**config.mk**
```make
export PLATFORM = sky130hd
export DESIGN_NAME = mic_dc_block_gain_silence_detect
export DESIGN_NICKNAME = d
export VERILOG_FILES = /design/src/rtl/mdc_pkg.sv /design/src/rtl/mic_dc_block_gain_silence_detect.sv /design/src/rtl/mdc_div.sv /design/src/rtl/mdc_datapath.sv /design/src/rtl/mdc_ctrl.sv
export SDC_FILE = /design/constraint.sdc
export NUM_CORES = 1
export LEC_CHECK = 0
export ABC_CLOCK_PERIOD_IN_PS = 16200
export BUFFER_PORTS_ARGS = -buffer_cell sky130_fd_sc_hd__buf_4
export CAP_MARGIN = 25
export CORE_MARGIN = 5
export CORE_UTILIZATION = 42
export DETAILED_ROUTE_END_ITERATION = 12
export PLACE_DENSITY = 0.7
export SYNTH_ARGS = -nofsm -noshare
export SYNTH_HDL_FRONTEND = slang
export SYNTH_SLANG_ARGS = --single-unit
```
**constraint.sdc**
```tcl
create_clock -name clk -period 16.2 [get_ports clk]
set_clock_uncertainty 0.15 [all_clocks]
set_input_delay 0 -clock clk [delete_from_list [all_inputs] [get_ports clk]]
set_output_delay 0 -clock clk [all_outputs]
set_load 0.1 [all_outputs]
```
**src/rtl/mdc_pkg.sv**
```systemverilog
// ----------------------------------------------------------------------------
// mdc_pkg
// Shared types, codes and constants for the microphone DC blocker, gain
// stage, block level meter and silence auto-stop.
// ----------------------------------------------------------------------------
package mdc_pkg;

  // Longest capture block in samples
  localparam int MAX_BLOCK = 256;
  localparam int BLK_W     = (MAX_BLOCK > 1) ? $clog2(MAX_BLOCK) : 1;
  localparam int N_W       = $clog2(MAX_BLOCK + 1);

  localparam int SUM_W  = 24;
  localparam int CNT_W  = 24;
  localparam int CFG_W  = 24;
  localparam int IDX_W  = 3;
  localparam int STEP_W = $clog2(SUM_W);

  localparam logic [SUM_W-1:0] SUM_MAX = '1;
  localparam logic [CNT_W-1:0] CNT_MAX = '1;

  // Reset values of the configuration registers
  localparam logic [2:0]       GAIN_SHIFT_RST      = 3'd3;
  localparam logic [7:0]       LOUD_MIN_RST        = 8'd10;
  localparam logic [CNT_W-1:0] SILENCE_TIMEOUT_RST = 24'd24000;
  localparam logic [CNT_W-1:0] MIN_RECORD_RST      = 24'd16000;
  localparam logic [CNT_W-1:0] RECORD_CAPACITY_RST = 24'd480000;

  typedef enum logic [1:0] {
    CMD_SAMPLE = 2'd0,
    CMD_START  = 2'd1,
    CMD_STOP   = 2'd2
  } cmd_t;

  typedef enum logic [IDX_W-1:0] {
    REG_GAIN_SHIFT      = 3'd0,
    REG_LOUD_MIN        = 3'd1,
    REG_SILENCE_TIMEOUT = 3'd2,
    REG_MIN_RECORD      = 3'd3,
    REG_RECORD_CAPACITY = 3'd4
  } reg_idx_t;

  typedef struct packed {
    logic [1:0]         command;
    logic signed [15:0] mic_sample;
    logic               block_end;
  } in_word_t;

  typedef struct packed {
    logic signed [15:0] clean_sample;
    logic [7:0]         level;
    logic               level_valid;
    logic               auto_stopped;
    logic               recording;
  } out_word_t;

  typedef enum logic [2:0] {
    ST_IDLE,
    ST_EXEC,
    ST_CLEAN,
    ST_DSTART,
    ST_DIV,
    ST_CLOSE,
    ST_DONE
  } state_t;

  // Controller to datapath
  typedef struct packed {
    logic load_in;
    logic exec;
    logic clean;
    logic div_start;
    logic close;
    logic load_out;
  } ctrl_cmd_t;

  // Datapath to controller
  typedef struct packed {
    logic is_sample;
    logic closes;
    logic div_done;
  } ctrl_sts_t;

endpackage

```
**src/rtl/mic_dc_block_gain_silence_detect.sv**
```systemverilog
// ----------------------------------------------------------------------------
// mic_dc_block_gain_silence_detect: DC blocker, gain, level meter, auto-stop
// A sample passes exec and clean, a command exec only; a word that closes a block
// also passes the serial divider and the close step. One word in flight: a new
// word is taken only once the last one has been handed to the output register.
// Synchronous reset clears the block state and loads the configuration defaults.
// ----------------------------------------------------------------------------
module mic_dc_block_gain_silence_detect (
  input  logic                      clk,
  input  logic                      rst,
  input  logic                      in_valid,
  output logic                      in_ready,
  input  mdc_pkg::in_word_t         in_word,
  output logic                      out_valid,
  input  logic                      out_ready,
  output mdc_pkg::out_word_t        out_word,
  input  logic                      cfg_we,
  input  logic [mdc_pkg::IDX_W-1:0] cfg_index,
  input  logic [mdc_pkg::CFG_W-1:0] cfg_data
);
  import mdc_pkg::*;

  // Command and status between the sequencer and the datapath.
  // The sequencer walks each word through:
  //   exec   - update the DC follower, or apply a start/stop command
  //   clean  - subtract DC, shift by gain, saturate, accumulate |x|,
  //            advance the quiet timer and the block count
  //   dstart - load the serial divider with the block sum and count
  //   div    - one quotient bit per cycle
  //   close  - level = min(255, sum / count / 128), capacity check,
  //            loud/quiet decision and auto-stop
  //   done   - move the finished word to the output register; the next
  //            word is taken while that register still waits on out_ready
  ctrl_cmd_t cmd;
  ctrl_sts_t sts;

  mdc_ctrl u_ctrl (
    .clk       (clk),
    .rst       (rst),
    .in_valid  (in_valid),
    .in_ready  (in_ready),
    .out_valid (out_valid),
    .out_ready (out_ready),
    .cmd       (cmd),
    .sts       (sts)
  );

  // Configuration writes land directly in the datapath registers; the user must
  // issue them only while no word is in flight, the block does not enforce this.
  mdc_datapath u_datapath (
    .clk       (clk),
    .rst       (rst),
    .cmd       (cmd),
    .sts       (sts),
    .in_word   (in_word),
    .cfg_we    (cfg_we),
    .cfg_index (cfg_index),
    .cfg_data  (cfg_data),
    .out_word  (out_word)
  );

endmodule

```
**src/rtl/mdc_div.sv**
```systemverilog
// ----------------------------------------------------------------------------
// mdc_div
// Restoring serial divider: one quotient bit per cycle, dividing the block
// sum by the block sample count.
// ----------------------------------------------------------------------------
module mdc_div (
  input  logic                      clk,
  input  logic                      rst,
  input  logic                      start,
  input  logic [mdc_pkg::SUM_W-1:0] dividend,
  input  logic [mdc_pkg::N_W-1:0]   divisor,
  output logic [mdc_pkg::SUM_W-1:0] quotient,
  output logic                      done
);
  import mdc_pkg::*;

  logic [SUM_W-1:0]  quo;
  logic [N_W-1:0]    rem;
  logic [STEP_W-1:0] step;
  logic              busy;
  logic [N_W:0]      trial;
  logic [N_W:0]      trial_sub;
  logic              fits;

  assign trial     = {rem, quo[SUM_W-1]};
  assign fits      = trial >= {1'b0, divisor};
  assign trial_sub = trial - {1'b0, divisor};
  assign done      = busy && (step == '0);
  assign quotient  = quo;

  always_ff @(posedge clk) begin
    if (rst) begin
      busy <= 1'b0;
      step <= '0;
    end else if (start) begin
      busy <= 1'b1;
      step <= STEP_W'(SUM_W - 1);
    end else if (busy) begin
      // drop busy after the last quotient bit
      busy <= (step != '0);
      step <= step - STEP_W'(1);
    end
  end

  always_ff @(posedge clk) begin
    if (start) begin
      quo <= dividend;
      rem <= '0;
    end else if (busy) begin
      rem <= fits ? trial_sub[N_W-1:0] : trial[N_W-1:0];
      quo <= {quo[SUM_W-2:0], fits};
    end
  end

endmodule

```
**src/rtl/mdc_datapath.sv**
```systemverilog
// ----------------------------------------------------------------------------
// mdc_datapath
// DC follower, gain and saturation, block metering, recording counters,
// configuration registers and the output word register.
// ----------------------------------------------------------------------------
module mdc_datapath (
  input  logic                      clk,
  input  logic                      rst,
  input  mdc_pkg::ctrl_cmd_t        cmd,
  output mdc_pkg::ctrl_sts_t        sts,
  input  mdc_pkg::in_word_t         in_word,
  input  logic                      cfg_we,
  input  logic [mdc_pkg::IDX_W-1:0] cfg_index,
  input  logic [mdc_pkg::CFG_W-1:0] cfg_data,
  output mdc_pkg::out_word_t        out_word
);
  import mdc_pkg::*;

  localparam logic signed [24:0] SAT_HI = 25'sd32767;
  localparam logic signed [24:0] SAT_LO = -25'sd32768;

  // Configuration
  logic [2:0]       gain_shift;
  logic [7:0]       loud_min;
  logic [CNT_W-1:0] silence_timeout;
  logic [CNT_W-1:0] min_record;
  logic [CNT_W-1:0] record_capacity;

  // Block state
  logic signed [16:0] dc_level;
  logic [SUM_W-1:0]   abs_sum;
  logic [BLK_W-1:0]   block_count;
  logic [CNT_W-1:0]   recorded_count;
  logic [CNT_W-1:0]   quiet_count;
  logic               recording_on;
  logic [7:0]         last_level;

  // Item registers
  in_word_t         in_reg;
  out_word_t        res;
  logic [N_W-1:0]   n_reg;
  logic [CNT_W:0]   rec_sum;

  // Combinational terms
  logic signed [17:0] dc_diff;
  logic signed [17:0] dc_sum;
  logic signed [24:0] shifted;
  logic signed [15:0] sat_v;
  logic [16:0]        abs_v;
  logic [SUM_W:0]     sum_wide;
  logic [SUM_W-1:0]   sum_sat;
  logic [N_W-1:0]     n_v;
  logic               closes;
  logic [SUM_W-1:0]   quotient;
  logic               div_done;
  logic [7:0]         amp;
  logic               fits;
  logic               loud;
  logic               stop_now;
  logic               is_start;
  logic               is_stop;

  mdc_div u_div (
    .clk      (clk),
    .rst      (rst),
    .start    (cmd.div_start),
    .dividend (abs_sum),
    .divisor  (n_reg),
    .quotient (quotient),
    .done     (div_done)
  );

  always_comb begin
    // s - dc: before the update in the exec step, after it in the clean step
    dc_diff  = 18'(in_reg.mic_sample) - 18'(dc_level);
    dc_sum   = 18'(dc_level) + (dc_diff >>> 8);
    shifted  = 25'(dc_diff) <<< gain_shift;
    if (shifted > SAT_HI) begin
      sat_v = 16'sh7fff;
    end else if (shifted < SAT_LO) begin
      sat_v = 16'sh8000;
    end else begin
      sat_v = shifted[15:0];
    end
    abs_v    = sat_v[15] ? 17'(-(17'(sat_v))) : 17'(sat_v);
    sum_wide = {1'b0, abs_sum} + (SUM_W + 1)'(abs_v);
    sum_sat  = sum_wide[SUM_W] ? SUM_MAX : sum_wide[SUM_W-1:0];
    n_v      = N_W'(block_count) + N_W'(1);
    closes   = in_reg.block_end || (n_v >= N_W'(MAX_BLOCK));
    amp      = (quotient[SUM_W-1:7] > (SUM_W - 7)'(255)) ? 8'hff : quotient[14:7];
    fits     = recording_on && (rec_sum <= {1'b0, record_capacity});
    loud     = amp >= loud_min;
    stop_now = fits && !loud && (rec_sum > {1'b0, min_record}) &&
               (quiet_count >= silence_timeout);
    is_start = in_reg.command == CMD_START;
    is_stop  = in_reg.command == CMD_STOP;
  end

  assign sts.is_sample = in_reg.command == CMD_SAMPLE;
  assign sts.closes    = closes;
  assign sts.div_done  = div_done;

  always_ff @(posedge clk) begin
    if (rst) begin
      gain_shift      <= GAIN_SHIFT_RST;
      loud_min        <= LOUD_MIN_RST;
      silence_timeout <= SILENCE_TIMEOUT_RST;
      min_record      <= MIN_RECORD_RST;
      record_capacity <= RECORD_CAPACITY_RST;
      dc_level        <= '0;
      abs_sum         <= '0;
      block_count     <= '0;
      recorded_count  <= '0;
      quiet_count     <= '0;
      recording_on    <= 1'b0;
      last_level      <= '0;
    end else begin
      if (cfg_we) begin
        case (cfg_index)
          REG_GAIN_SHIFT:      gain_shift      <= cfg_data[2:0];
          REG_LOUD_MIN:        loud_min        <= cfg_data[7:0];
          REG_SILENCE_TIMEOUT: silence_timeout <= cfg_data;
          REG_MIN_RECORD:      min_record      <= cfg_data;
          REG_RECORD_CAPACITY: record_capacity <= cfg_data;
          default: ;
        endcase
      end
      if (cmd.exec) begin
        if (sts.is_sample) begin
          dc_level <= dc_sum[16:0];
        end else if (is_start) begin
          recorded_count <= '0;
          quiet_count    <= '0;
          last_level     <= '0;
          recording_on   <= 1'b1;
        end else if (is_stop) begin
          recording_on <= 1'b0;
          last_level   <= '0;
        end
      end
      if (cmd.clean) begin
        abs_sum     <= sum_sat;
        block_count <= closes ? '0 : n_v[BLK_W-1:0];
        if (recording_on && (quiet_count != CNT_MAX)) begin
          quiet_count <= quiet_count + CNT_W'(1);
        end
      end
      if (cmd.div_start) begin
        abs_sum <= '0;
      end
      if (cmd.close) begin
        if (fits) begin
          recorded_count <= rec_sum[CNT_W-1:0];
          if (loud) begin
            quiet_count <= '0;
          end
        end
        if (stop_now) begin
          recording_on <= 1'b0;
        end
        last_level <= stop_now ? 8'd0 : amp;
      end
    end
  end

  always_ff @(posedge clk) begin
    if (cmd.load_in) begin
      in_reg <= in_word;
    end
    if (cmd.exec && !sts.is_sample) begin
      res.clean_sample <= '0;
      res.level        <= (is_start || is_stop) ? 8'd0 : last_level;
      res.level_valid  <= 1'b0;
      res.auto_stopped <= 1'b0;
      res.recording    <= is_start ? 1'b1 : (is_stop ? 1'b0 : recording_on);
    end
    if (cmd.clean) begin
      res.clean_sample <= sat_v;
      res.level        <= last_level;
      res.level_valid  <= 1'b0;
      res.auto_stopped <= 1'b0;
      res.recording    <= recording_on;
      n_reg            <= n_v;
    end
    if (cmd.div_start) begin
      rec_sum <= {1'b0, recorded_count} + (CNT_W + 1)'(n_reg);
    end
    if (cmd.close) begin
      res.level        <= amp;
      res.level_valid  <= 1'b1;
      res.auto_stopped <= stop_now;
      res.recording    <= recording_on && !stop_now;
    end
    if (cmd.load_out) begin
      out_word <= res;
    end
  end

endmodule

```
**src/rtl/mdc_ctrl.sv**
```systemverilog
// ----------------------------------------------------------------------------
// mdc_ctrl
// Sequencer for one word at a time: exec, clean for samples only, optional block
// close with the serial divide, then hand-off to the output register.
// ----------------------------------------------------------------------------
module mdc_ctrl (
  input  logic               clk,
  input  logic               rst,
  input  logic               in_valid,
  output logic               in_ready,
  output logic               out_valid,
  input  logic               out_ready,
  output mdc_pkg::ctrl_cmd_t cmd,
  input  mdc_pkg::ctrl_sts_t sts
);
  import mdc_pkg::*;

  state_t state;
  state_t state_next;

  assign in_ready = state == ST_IDLE;

  always_ff @(posedge clk) begin
    if (rst) begin
      state <= ST_IDLE;
    end else begin
      state <= state_next;
    end
  end

  always_comb begin
    state_next = state;
    cmd        = '0;
    case (state)
      ST_IDLE: begin
        if (in_valid) begin
          cmd.load_in = 1'b1;
          state_next  = ST_EXEC;
        end
      end
      ST_EXEC: begin
        cmd.exec   = 1'b1;
        state_next = sts.is_sample ? ST_CLEAN : ST_DONE;
      end
      ST_CLEAN: begin
        cmd.clean  = 1'b1;
        state_next = sts.closes ? ST_DSTART : ST_DONE;
      end
      ST_DSTART: begin
        cmd.div_start = 1'b1;
        state_next    = ST_DIV;
      end
      ST_DIV: begin
        if (sts.div_done) begin
          state_next = ST_CLOSE;
        end
      end
      ST_CLOSE: begin
        cmd.close  = 1'b1;
        state_next = ST_DONE;
      end
      ST_DONE: begin
        // hold until the output register is free
        if (!out_valid || out_ready) begin
          cmd.load_out = 1'b1;
          state_next   = ST_IDLE;
        end
      end
      default: begin
        state_next = ST_IDLE;
      end
    endcase
  end

  always_ff @(posedge clk) begin
    if (rst) begin
      out_valid <= 1'b0;
    end else if (cmd.load_out) begin
      out_valid <= 1'b1;
    end else if (out_ready) begin
      out_valid <= 1'b0;
    end
  end

endmodule

```
==> impl_metrics.sql, run 1 <==
INSERT INTO impl_metrics (metric_group, metric, value, unit) VALUES
('outcome', 'run_status', 'completed', ''),
('final_layout', 'leading_cell_type_in_the_layout_fill_and_taps_excluded', 'sky130_fd_sc_hd__nand2_1', ''),
('routing', 'drt-vias-per-instance', '5.592', ''),
('routing', 'drt-wirelength-per-cell', '17.57', 'um'),
('global_routing', 'grt.overflow.total', '0', ''),
('logic_synthesis', 'synthesis.area', '0.01974', 'sq mm'),
('logic_synthesis', 'netlist_top_cells_area', 'sky130_fd_sc_hd__dfxtp_1 21%, sky130_fd_sc_hd__edfxtp_1 20%, sky130_fd_sc_hd__ha_1 10%, sky130_fd_sc_hd__nand2_1 6.8%, sky130_fd_sc_hd__a21oi_1 5.7%', ''),
('placement', 'place_inst', '2862', ''),
('logic_synthesis', 'post-synth-top-area-cell', 'sky130_fd_sc_hd__dfxtp_1', ''),
('logic_synthesis', 'synth_area_per_cell', '8.755', 'sq um'),
('final_layout', 'post_layout_cell_count', '3012', ''),
('critical_path', 'timing.setup.critical_path_class', 'reg -> reg', ''),
('sta', 'highest_clock_rate', '0.1182', 'GHz'),
('cts', 'worst_setup_hold_path_clk_slew', '60', 'ps'),
('sta', 'timing.final.max_slew_violations', '0', ''),
('placement', 'io_port_bufs', '79', ''),
('placement', 'pre_cts_slack', '7903', 'ps'),
('cts', 'cts_num_sinks', '339', ''),
('critical_path', 'critPathMostFrequentCell', 'sky130_fd_sc_hd__ha_1', ''),
('power_and_ir_drop', 'leakage', '9.199', 'nW'),
('die', 'fp.dieW', '226.8', 'um'),
('sta', 'rsz0062_at_grt', 'no', ''),
('routing', 'totalWireLength', '52910', 'um'),
('logic_synthesis', 'synth_sequential_area_ratio', '40.97', '%'),
('placement', 'gp_routability_congestion', '0.9238', ''),
('global_routing', 'groute.usage.overall', '20.16', '%'),
('final_layout', 'ff_latch_area', '0.008088', 'sq mm'),
('sta', 'timing.max_slew.rel_slack', '28.51', '%'),
('die', 'initial_core_util', '42.40', '%'),
('routing', 'drtAntennaViolNets', '0', ''),
('critical_path', 'wp_data_required', '16480', 'ps'),
('final_layout', 'area_growth', '16.48', '%'),
('final_layout', 'drive_above_1_share', '9.938', '%'),
('final_layout', 'fin_area', '0.02300', 'sq mm'),
('critical_path', 'crit_path_start_kind', 'register', ''),
('die', 'die_area', '0.05144', 'sq mm'),
('routing', 'dr_total_vias', '16840', ''),
('sta', 'post-route-worst-setup-slack', '7742', 'ps'),
('global_routing', 'vias_in_the_first_global_route', '16450', ''),
('power_and_ir_drop', 'ir_worst_vdd', '0.08899', 'mV'),
('sta', 'worst_max_slew_pin_slew', '1072', 'ps'),
('power_and_ir_drop', 'power.density', '109.4', 'mW/mm^2'),
('cts', 'worstSkewPairLatency', '580', 'ps'),
('die', 'std_cell_rows', '79', ''),
('run', 'maxCapViolations', '0', ''),
('critical_path', 'timing.critical_path.fanout_max', '13', ''),
('die', 'core_area', '0.04656', 'sq mm'),
('logic_synthesis', 'ys_types', '90', ''),
('critical_path', 'timing.critical_path.slowest_stage_cell', 'sky130_fd_sc_hd__a2111oi_0', ''),
('global_routing', 'first_pass_grt_wire_length', '85100', 'um'),
('cts', 'post_cts_hold_buffer_count', '75', ''),
('logic_synthesis', 'synth-main-ff-cell', 'sky130_fd_sc_hd__dfxtp_1', ''),
('routing', 'violation_count_after_the_first_detailed_routing_iteration', '1223', ''),
('global_routing', 'grt_antenna_before_repair', '0', ''),
('placement', 'dpl-instance-area', '0.02087', 'sq mm'),
('logic_synthesis', 'yosysWarnings', '0', ''),
('sta', 'timing_hold_violations_final', '0', ''),
('critical_path', 'worstSetupEndpointType', 'register', ''),
('critical_path', 'worst_ep_arrival_time', '8740', 'ps'),
('cts', 'cts_resized', '0', ''),
('cts', 'cts_tree', 'done', ''),
('sta', 'fin_tns_setup', '0', 'ps'),
('final_layout', 'multi_input_area', '0.01069', 'sq mm'),
('cts', 'clk_root_buffer_cell', 'sky130_fd_sc_hd__clkbuf_16', ''),
('logic_synthesis', 'yosysTopAreaCellShare', '21.19', '%'),
('die', 'io-pin-count', '80', ''),
('logic_synthesis', 'postSynthCellCount', '2255', ''),
('logic_synthesis', 'async_reset_ff_share', '0', '%'),
('logic_synthesis', 'postSynthNetCount', '2470', ''),
('routing', 'detail_route.drc_violations', '0', ''),
('cts', 'max-clock-path-buffers', '3', '');
## power breakdown
| part | leakage (nW) | internal, W | switching, W |
|---|---|---|---|
| registers | 2.90 | 0.000942 | 0.0000357 |
| clock network | 0.644 | 0.000520 | 0.000373 |
| logic | 5.66 | 0.000253 | 0.000392 |
## worst max-delay path: cells and delay by family, from the launching register on
family | cells | cell delay, ps
adder cells (fa/ha/maj) | 4 | 1180
buffers and inverters | 1 | 40
AND/OR/NAND/NOR | 8 | 2190
AO/OA/AOI/OAI | 16 | 4440
flip-flops | 1 | 320
## synthesized netlist by cell type, drive strengths merged (11+ instances only)
cell    instances
nand3b         15
a211oi         27
buf            13
nor3           36
xor2           31
o211ai         14
mux2i          16
dfxtp         209
or2            16
edfxtp        130
nor2b          16
ha            159
and2           11
inv           157
o31ai          16
nand2b         30
o21ai          75
a211o          17
and3           24
clkbuf         84
xnor2          48
nand3          72
nor4           12
nor2          167
nand4          22
o221a          18
a21o           51
a31oi          18
nand2         356
a21oi         226
o21a           22
## stage by stage
step                      total power (W)  hold WS (ps)
final                            0.002515         28.12
after global routing             0.002642         21.60
after CTS                        0.002533         3.263
after detailed placement         0.001615         29.47
after global placement           0.001597         28.08
after floorplan                  0.001461        -51.13
## metal layers
layer	share of wire, %	vias to the layer above	track usage (%)
met5	0	-	0
met4	2.7	0	6.540
met3	5.2	92	2.758
met2	48	459	34.73
met1	44	8003	26.23
li1	-	8290	-
## layout make-up
class	instances	share of cell area (%)
Tap cell	607	3.303
Clock inverter	17	0.6964
Multi-Input combinational cell	1659	46.49
Inverter	160	2.612
Timing Repair Buffer	176	6.747
Sequential cell	339	35.17
Clock buffer	54	4.984
## final timing paths
path,slack (ps),startpoint,end,cells past startpoint
setup / recovery,7740,u_datapath.in_reg[1],u_datapath.abs_sum[21],29
hold / removal,30,in_word[16],u_datapath.in_reg[16],2
setup reg to reg,7740,u_datapath.in_reg[1],u_datapath.abs_sum[21],29
hold reg to reg,270,u_datapath.res[3],u_datapath.out_word[3],0
## cells by family after synthesis
kind of cell / after synthesis / share of synthesized area (%)
adders and majority gates: 164 / 10.58
AOI/OAI and AO/OA: 577 / 19.48
and+or+nand+nor: 811 / 18.96
other: 1 / 0.01900
buffers and inverters: 257 / 4.988
xor gates and xnor gates: 79 / 3.505
DFF: 339 / 40.97
muxes: 27 / 1.496
Note: power is estimated with default switching activity, not from simulation.
==> inputs of run 2 (changes only) <==
ABC_CLOCK_PERIOD_IN_PS = 8500   (was 16200)
clock period = 8.5 ns   (was 16.2 ns; I/O delays follow)
==> run 2 against run 1 <==
  * Fmax rose by 7.4%
  * Clock-buffer cell count fell by 2
  * Die area did not move
  * Combinational power rose by 91%
  * Routed wire length fell by 0.11%
  * Largest cell class unchanged
  * Global-route usage rose by 0.099 points
  * Power rose by 95%
  * Flip-flop and latch count did not move
  * Clock power rose by 100%
  * Utilization rose by 0.29 points
  * Final cell count barely moved
  * Design area rose by 0.59%
==> impl_metrics.sql, run 2 (same netlist as run 1, synthesis figures left out) <==
INSERT INTO impl_metrics (metric_group, metric, value, unit) VALUES
('outcome', 'run_status', 'completed', ''),
('sta', 'rsz0062_at_grt', 'no', ''),
('sta', 'timing_hold_violations_final', '0', ''),
('power_and_ir_drop', 'leakage', '9.259', 'nW'),
('power_and_ir_drop', 'power_switching', '0.001546', 'W'),
('cts', 'cts_buffers', '40', ''),
('global_routing', 'first_pass_grt_wire_length', '85220', 'um'),
('global_routing', 'grt.overflow.total', '0', ''),
('critical_path', 'r2r-end', 'u_datapath.abs_sum[21]', ''),
('routing', 'drt-wirelength-per-cell', '17.53', 'um'),
('power_and_ir_drop', 'sw_frac_of_total', '31.55', '%'),
('critical_path', 'worst-r2r-setup-slack', '630', 'ps'),
('sta', 'final-setup-viol-count', '0', ''),
('power_and_ir_drop', 'power.density', '211.9', 'mW/mm^2'),
('final_layout', 'num-nets-final', '2591', ''),
('global_routing', 'groute.usage.overall', '20.26', '%'),
('critical_path', 'crit_path_start_kind', 'register', ''),
('power_and_ir_drop', 'ir_worst_vdd', '0.1397', 'mV'),
('power_and_ir_drop', 'clkPwrFrac', '36.9', '%'),
('placement', 'gp_routability_congestion', '0.9294', ''),
('final_layout', 'fin_area', '0.02313', 'sq mm'),
('sta', 'fin_tns_setup', '0', 'ps'),
('final_layout', 'layout_common_cells', '356 x sky130_fd_sc_hd__nand2_1, 224 x sky130_fd_sc_hd__a21oi_1, 209 x sky130_fd_sc_hd__dfxtp_1', ''),
('final_layout', 'leading_cell_type_in_the_layout_fill_and_taps_excluded', 'sky130_fd_sc_hd__nand2_1', ''),
('global_routing', 'vias_in_the_first_global_route', '16490', ''),
('cts', 'post_cts.repair.setup_buffers', '0', ''),
('sta', 'highest_clock_rate', '0.1270', 'GHz'),
('global_routing', 'grt_antenna_before_repair', '0', ''),
('sta', 'period_needed', '7872', 'ps'),
('final_layout', 'largest_registers', 'u_datapath.out_word x27, u_datapath.res x27, u_datapath.rec_sum x25', ''),
('cts', 'max-clock-path-buffers', '3', ''),
('cts', 'worst_setup_hold_path_clk_slew', '60', 'ps'),
('routing', 'totalWireLength', '52850', 'um'),
('sta', 'fin_worst_hold_slack', '10.22', 'ps'),
('die', 'die_area', '0.05144', 'sq mm'),
('critical_path', 'timing.critical_path.fanout_max', '6', ''),
('critical_path', 'r2r-start', 'u_datapath.in_reg[1]', ''),
('critical_path', 'crit_path_start', 'u_datapath.in_reg[1]', ''),
('global_routing', 'grt_start_max_net_pins', '77', ''),
('die', 'fp.dieW', '226.8', 'um'),
('cts', 'worstSkewPairLatency', '610', 'ps'),
('placement', 'dpl-instance-area', '0.02091', 'sq mm'),
('routing', 'violation_count_after_the_first_detailed_routing_iteration', '1209', ''),
('routing', 'dr.pass1.iters', '5', ''),
('power_and_ir_drop', 'combPwrFrac', '25.1', '%'),
('final_layout', 'antenna_cells_inserted', '0', ''),
('final_layout', 'utilization', '49.68', '%'),
('die', 'initial_core_util', '42.40', '%'),
('cts', 'htreeDepth', '2', ''),
('run', 'maxCapViolations', '0', ''),
('critical_path', 'timing.setup.critical_path_class', 'reg -> reg', ''),
('placement', 'post-dp-hpwl', '37760', 'um'),
('critical_path', 'ff2ff_path_depth', '30', ''),
('routing', 'drt-vias-per-instance', '5.587', ''),
('routing', 'detail_route.drc_violations', '0', ''),
('power_and_ir_drop', 'finalPower', '0.004901', 'W'),
('sta', 'post-route-period-util', '92.61', '%'),
('die', 'std_cell_rows', '79', ''),
('critical_path', 'timing.critical_path.slowest_stage_cell', 'sky130_fd_sc_hd__nor4_1', ''),
('final_layout', 'area_growth', '17.17', '%'),
('sta', 'timing.final.max_slew_violations', '0', ''),
('min_path', 'hp-class', 'in -> reg', ''),
('critical_path', 'wp_data_required', '8850', 'ps'),
('routing', 'dr_total_vias', '16850', ''),
('final_layout', 'drive_above_1_share', '10.30', '%'),
('cts', 'cts_num_sinks', '339', ''),
('cts', 'cts_tree', 'done', ''),
('sta', 'worst_max_slew_pin_slew', '977.1', 'ps'),
('critical_path', 'cpPeakStageDelay', '610', 'ps'),
('critical_path', 'worst_ep_arrival_time', '8220', 'ps'),
('die', 'io-pin-count', '80', ''),
('power_and_ir_drop', 'cellInternalPower', '0.003355', 'W'),
('placement', 'io_port_bufs', '79', ''),
('sta', 'timing.max_slew.rel_slack', '34.46', '%'),
('cts', 'clk_root_buffer_cell', 'sky130_fd_sc_hd__clkbuf_16', ''),
('routing', 'drtAntennaViolNets', '0', ''),
('power_and_ir_drop', 'pwr-share-seq', '38.0', '%'),
('critical_path', 'worst_setup_path_endpoint', 'u_datapath.abs_sum[21]', ''),
('die', 'core_area', '0.04656', 'sq mm'),
('critical_path', 'worstSetupEndpointType', 'register', ''),
('die', 'die-height', '226.8', 'um');
==> run 2: repair_timing <==
item | in CTS | in global routing
endpoints found under the setup margin | 0 | 1
hold endpoints to repair | 133 | 0
hold buffers | 70 | 0
gates resized for setup | 0 | 1
==> run 2: area by class of cell <==
| class | count | area [sq um] |
|---|---|---|
| Clock inverter | 22 | 302.8 |
| Multi-Input combinational cell | 1659 | 10700 |
| Clock buffer | 52 | 1119 |
| Inverter | 160 | 600.6 |
| Fill cell | 4263 | 23430 |
| Tap cell | 607 | 759.5 |
| Timing Repair Buffer | 176 | 1565 |
| Sequential cell | 339 | 8088 |
==> run 2: stage by stage <==
stage | cells | worst slack, ps
CTS | 3010 | 594.5
global placement | 2864 | 802.5
global route | 3015 | 16.97
floorplan | 2255 | 1256
finish | 3015 | 628.1
detailed placement | 2866 | 656.7
==> run 2: critical path, delay by kind of cell (launching register included) <==
family | cells | cell delay, ps
adders and majority gates | 4 | 1280
buffers and inverters | 2 | 150
muxes | 2 | 610
and+or+nand+nor | 7 | 1850
DFF | 1 | 320
AOI/OAI and AO/OA | 15 | 3420
==> run 2: power by group through the flow <==
stage               sequential, W  combinational (W)  clock, W
detailed placement        0.00190            0.00118         0
finish                    0.00186            0.00123   0.00181
CTS                       0.00186            0.00121   0.00185
global placement          0.00189            0.00115         0
floorplan                 0.00188           0.000900         0
global route              0.00187            0.00137   0.00191
==> run 2: metal layers <==
layer  track usage, %  routed length [um]
met1            26.28               23210
met2            34.73               25700
met3            2.952                2543
met4            6.812                1396
met5                0                   0
==> run 2: worst min-delay path by stage <==
stage / cells after the start / endpoint / slack, ps / start
after global routing: 4 / u_datapath.record_capacity[11] / 9 / cfg_we
after detailed placement: 1 / u_datapath.in_reg[8] / 30 / in_word[8]
final: 4 / u_datapath.record_capacity[10] / 10 / cfg_we
after global placement: 1 / u_datapath.in_reg[7] / 30 / in_word[7]
after floorplan: 0 / u_datapath.in_reg[0] / -50 / in_word[0]
after CTS: 2 / u_datapath.in_reg[0] / 0.2 / in_word[0]
==> inputs of run 3 (changes only) <==
--- a/config.mk
+++ b/config.mk
@@ -16,2 +16,3 @@
 export SYNTH_HDL_FRONTEND = slang
+export SYNTH_HIERARCHICAL = 1
 export SYNTH_SLANG_ARGS = --single-unit
==> constraint.sdc (replaced) <==
create_clock -name clk -period 8.5 [get_ports clk]
set_clock_uncertainty 0.15 [all_clocks]
set_input_delay 0.85 -clock clk [delete_from_list [all_inputs] [get_ports clk]]
set_output_delay 0.85 -clock clk [all_outputs]
set_load 0.1 [all_outputs]
==> run 3 against run 2 <==
  * Critical path type unchanged
  * Largest cell class unchanged
  * Setup slack gained 56 ps
  * Sequential power is essentially flat
  * Utilization is 1.9 points lower
  * Global-route usage shrank 1.5 points
  * Highest routed layer unchanged
  * Clock power shrank 2%
==> impl_metrics.sql, run 3 <==
INSERT INTO impl_metrics (metric_group, metric, value, unit) VALUES
('outcome', 'run_status', 'completed', ''),
('sta', 'timing.final.max_slew_violations', '0', ''),
('sta', 'worst_max_slew_pin_slew', '1088', 'ps'),
('die', 'fp.dieW', '226.4', 'um'),
('critical_path', 'timing.critical_path.fanout_max', '17', ''),
('cts', 'cts_buffers', '40', ''),
('critical_path', 'worstSetupEndpointType', 'register', ''),
('final_layout', 'antenna_cells_inserted', '0', ''),
('final_layout', 'multi_input_area', '0.01057', 'sq mm'),
('logic_synthesis', 'async_reset_ff_share', '0', '%'),
('final_layout', 'count_of_fill_cells_added_during_filler_insertion', '4318', ''),
('logic_synthesis', 'yosysWarnings', '6', ''),
('logic_synthesis', 'ys_ff_latch', '339', ''),
('global_routing', 'grt_antenna_before_repair', '0', ''),
('final_layout', 'leading_cell_type_in_the_layout_fill_and_taps_excluded', 'sky130_fd_sc_hd__nand2_1', ''),
('critical_path', 'r2r-end', 'u_datapath/abs_sum[8]', ''),
('logic_synthesis', 'yosysTopAreaCellShare', '21.28', '%'),
('min_path', 'worstHoldPathCells', '0', ''),
('cts', 'cts_resized', '0', ''),
('die', 'die_area', '0.05124', 'sq mm'),
('routing', 'drtAntennaViolNets', '0', ''),
('critical_path', 'r2r-start', 'u_datapath/dc_level[1]', ''),
('logic_synthesis', 'netlist_top_cells_area', 'sky130_fd_sc_hd__dfxtp_1 21%, sky130_fd_sc_hd__edfxtp_1 20%, sky130_fd_sc_hd__ha_1 10%, sky130_fd_sc_hd__a21oi_1 5.9%, sky130_fd_sc_hd__nand2_1 5.0%', ''),
('power_and_ir_drop', 'leakage', '8.786', 'nW'),
('sta', 'fin_tns_setup', '0', 'ps'),
('cts', 'cts_num_sinks', '339', ''),
('logic_synthesis', 'synthesis.area', '0.01966', 'sq mm'),
('cts', 'cts_tree', 'done', ''),
('logic_synthesis', 'synth_area_per_cell', '8.990', 'sq um'),
('sta', 'fin_worst_hold_slack', '268.5', 'ps'),
('cts', 'clk_root_buffer_cell', 'sky130_fd_sc_hd__clkbuf_16', ''),
('routing', 'dr.pass1.iters', '5', ''),
('power_and_ir_drop', 'ir_worst_vdd', '0.1784', 'mV'),
('routing', 'totalWireLength', '49530', 'um'),
('logic_synthesis', 'ys_types', '89', ''),
('sta', 'timing_hold_violations_final', '0', ''),
('logic_synthesis', 'yosys.area_share.simple', '17.63', '%'),
('logic_synthesis', 'synthMostInstantiatedCell', 'sky130_fd_sc_hd__nand2_1', ''),
('sta', 'period_needed', '7816', 'ps'),
('global_routing', 'vias_in_the_first_global_route', '15680', ''),
('die', 'std_cell_rows', '79', ''),
('logic_synthesis', 'dominant_combinational_cell_family_by_area_after_synthesis', 'compound AO/OA/AOI/OAI gates', ''),
('logic_synthesis', 'synth_sequential_area_ratio', '41.14', '%'),
('logic_synthesis', 'post_synth_xor_area_fraction', '3.602', '%'),
('critical_path', 'timing.critical_path.slowest_stage_cell', 'sky130_fd_sc_hd__or4_4', ''),
('routing', 'dr_total_vias', '16170', ''),
('global_routing', 'groute.usage.overall', '18.78', '%'),
('critical_path', 'ff2ff_path_depth', '28', ''),
('min_path', 'hold_end', 'u_datapath/out_word[13]', ''),
('logic_synthesis', 'postSynthNetCount', '2401', ''),
('logic_synthesis', 'postSynthCellCount', '2187', ''),
('critical_path', 'worst-r2r-setup-slack', '680', 'ps'),
('final_layout', 'layout_common_cells', '263 x sky130_fd_sc_hd__nand2_1, 232 x sky130_fd_sc_hd__a21oi_1, 209 x sky130_fd_sc_hd__dfxtp_1', ''),
('routing', 'drt-wirelength-per-cell', '17.27', 'um'),
('critical_path', 'cpPeakStageDelay', '570', 'ps'),
('sta', 'rsz0062_at_grt', 'no', ''),
('global_routing', 'grt_start_max_net_pins', '81', ''),
('logic_synthesis', 'synth-adder-area-share', '10.56', '%'),
('final_layout', 'ff_latch_area', '0.008088', 'sq mm'),
('cts', 'worst_setup_hold_path_clk_slew', '60', 'ps'),
('critical_path', 'worst_ep_arrival_time', '8170', 'ps'),
('logic_synthesis', 'synthMuxAreaShare', '2.673', '%'),
('logic_synthesis', 'synth-main-ff-cell', 'sky130_fd_sc_hd__dfxtp_1', ''),
('global_routing', 'first_pass_grt_wire_length', '79360', 'um'),
('sta', 'post-route-period-util', '91.95', '%'),
('cts', 'post_cts_hold_buffer_count', '0', ''),
('placement', 'io_port_bufs', '79', ''),
('die', 'io-pin-count', '80', ''),
('cts', 'htreeDepth', '2', ''),
('final_layout', 'num-nets-final', '2444', ''),
('cts', 'max-clock-path-buffers', '3', ''),
('logic_synthesis', 'most_common_library_cells_after_synthesis', '263 x sky130_fd_sc_hd__nand2_1, 232 x sky130_fd_sc_hd__a21oi_1, 209 x sky130_fd_sc_hd__dfxtp_1, 158 x sky130_fd_sc_hd__ha_1, 158 x sky130_fd_sc_hd__nor2_1', ''),
('final_layout', 'area_growth', '12.91', '%'),
('logic_synthesis', 'synth_enable_flop_cells', '130', ''),
('cts', 'worstSkewPairLatency', '590', 'ps'),
('critical_path', 'timing.setup.critical_path_class', 'reg -> reg', ''),
('sta', 'final-setup-viol-count', '0', ''),
('final_layout', 'drive_above_1_share', '11.10', '%'),
('placement', 'gp_routability_congestion', '0.9403', ''),
('global_routing', 'grt.overflow.total', '0', ''),
('final_layout', 'largest_registers', 'u_datapath/out_word x27, u_datapath/res x27, u_datapath/rec_sum x25', ''),
('critical_path', 'wp_data_required', '8860', 'ps'),
('routing', 'drt-vias-per-instance', '5.636', ''),
('min_path', 'hp-class', 'reg -> reg', ''),
('sta', 'highest_clock_rate', '0.1279', 'GHz'),
('critical_path', 'crit_path_start_kind', 'register', ''),
('critical_path', 'critPathMostFrequentCell', 'sky130_fd_sc_hd__a21oi_1', ''),
('power_and_ir_drop', 'power.density', '208.2', 'mW/mm^2'),
('placement', 'post-dp-hpwl', '35560', 'um'),
('die', 'initial_core_util', '42.32', '%'),
('die', 'core_area', '0.04646', 'sq mm'),
('routing', 'violation_count_after_the_first_detailed_routing_iteration', '1257', ''),
('sta', 'timing.max_slew.rel_slack', '27.49', '%'),
('routing', 'detail_route.drc_violations', '0', ''),
('cts', 'post_cts.repair.setup_buffers', '0', ''),
('run', 'maxCapViolations', '0', ''),
('min_path', 'hold_path_startpoint', 'u_datapath/res[13]', ''),
('logic_synthesis', 'synth_compound_gate_area_share', '19.10', '%'),
('die', 'die-height', '226.4', 'um'),
('logic_synthesis', 'post-synth-top-area-cell', 'sky130_fd_sc_hd__dfxtp_1', '');
==> run 3: worst max-delay path: cells and delay by family (launching register included) <==
| kind | cells | cell delay, ps |
|---|---|---|
| AO/OA/AOI/OAI | 17 | 4310 |
| flip-flops | 1 | 450 |
| buffers and inverters | 3 | 380 |
| AND/OR/NAND/NOR | 4 | 1260 |
| multiplexers | 1 | 280 |
| adder cells (fa/ha/maj) | 3 | 920 |
==> run 3: layout make-up <==
type	instances	area share, %
well taps	607	3.421
repair buffers	103	3.709
inverters	160	2.705
clock buffers	53	5.050
flip-flops and latches	339	36.43
clock inverters	20	1.093
multi-input cells	1586	47.59
==> run 3: per-layer routing <==
metal	track usage (%)	wire length, um
met1	24.23	21920
met2	31.38	23070
met3	3.276	2806
met4	7.607	1727
met5	0	0
==> run 3: worst max path at each step <==
stage	start	end	slack (ps)	depth (start not counted)
floorplan	u_datapath/in_reg[1]	u_datapath/abs_sum[10]	970	31
global placement	u_datapath/dc_level[1]	u_datapath/abs_sum[3]	860	28
detailed placement	u_datapath/dc_level[1]	u_datapath/abs_sum[16]	610	28
CTS	u_datapath/dc_level[1]	u_datapath/abs_sum[1]	570	28
global route	u_datapath/in_reg[1]	u_datapath/abs_sum[4]	160	30
finish	u_datapath/dc_level[1]	u_datapath/abs_sum[8]	680	28
==> run 3: kinds of logic (layout without fill, tap and decap cells) <==
| family | Yosys count | in the layout |
|---|---|---|
| AND/OR/NAND/NOR | 721 | 721 |
| adder cells (fa/ha/maj) | 163 | 163 |
| AO/OA/AOI/OAI | 572 | 572 |
| buffers and inverters | 262 | 336 |
| multiplexers | 49 | 49 |
| other | 1 | 1 |
| XOR/XNOR | 80 | 80 |
| flip-flops | 339 | 339 |
==> run 3: through the flow <==
step	total power, W	utilization, %	setup WS (ps)	instance area [sq um]	std cells
after global routing	0.004844	47.79	158.6	22200	2868
after global placement	0.002834	44.61	861.4	20730	2787
after CTS	0.004650	47.61	567.9	22120	2861
after detailed placement	0.002863	44.67	605.9	20750	2788
final	0.004623	47.79	684.0	22200	2868
after floorplan	0.002616	-	968.4	19660	2187
==> run 3: power breakdown <==
part | internal, W | leakage [nW] | switching [W] | total, W
clock network | 0.00106 | 0.670 | 0.000709 | 0.00177
registers | 0.00178 | 2.90 | 0.0000632 | 0.00184
logic | 0.000397 | 5.22 | 0.000614 | 0.00101
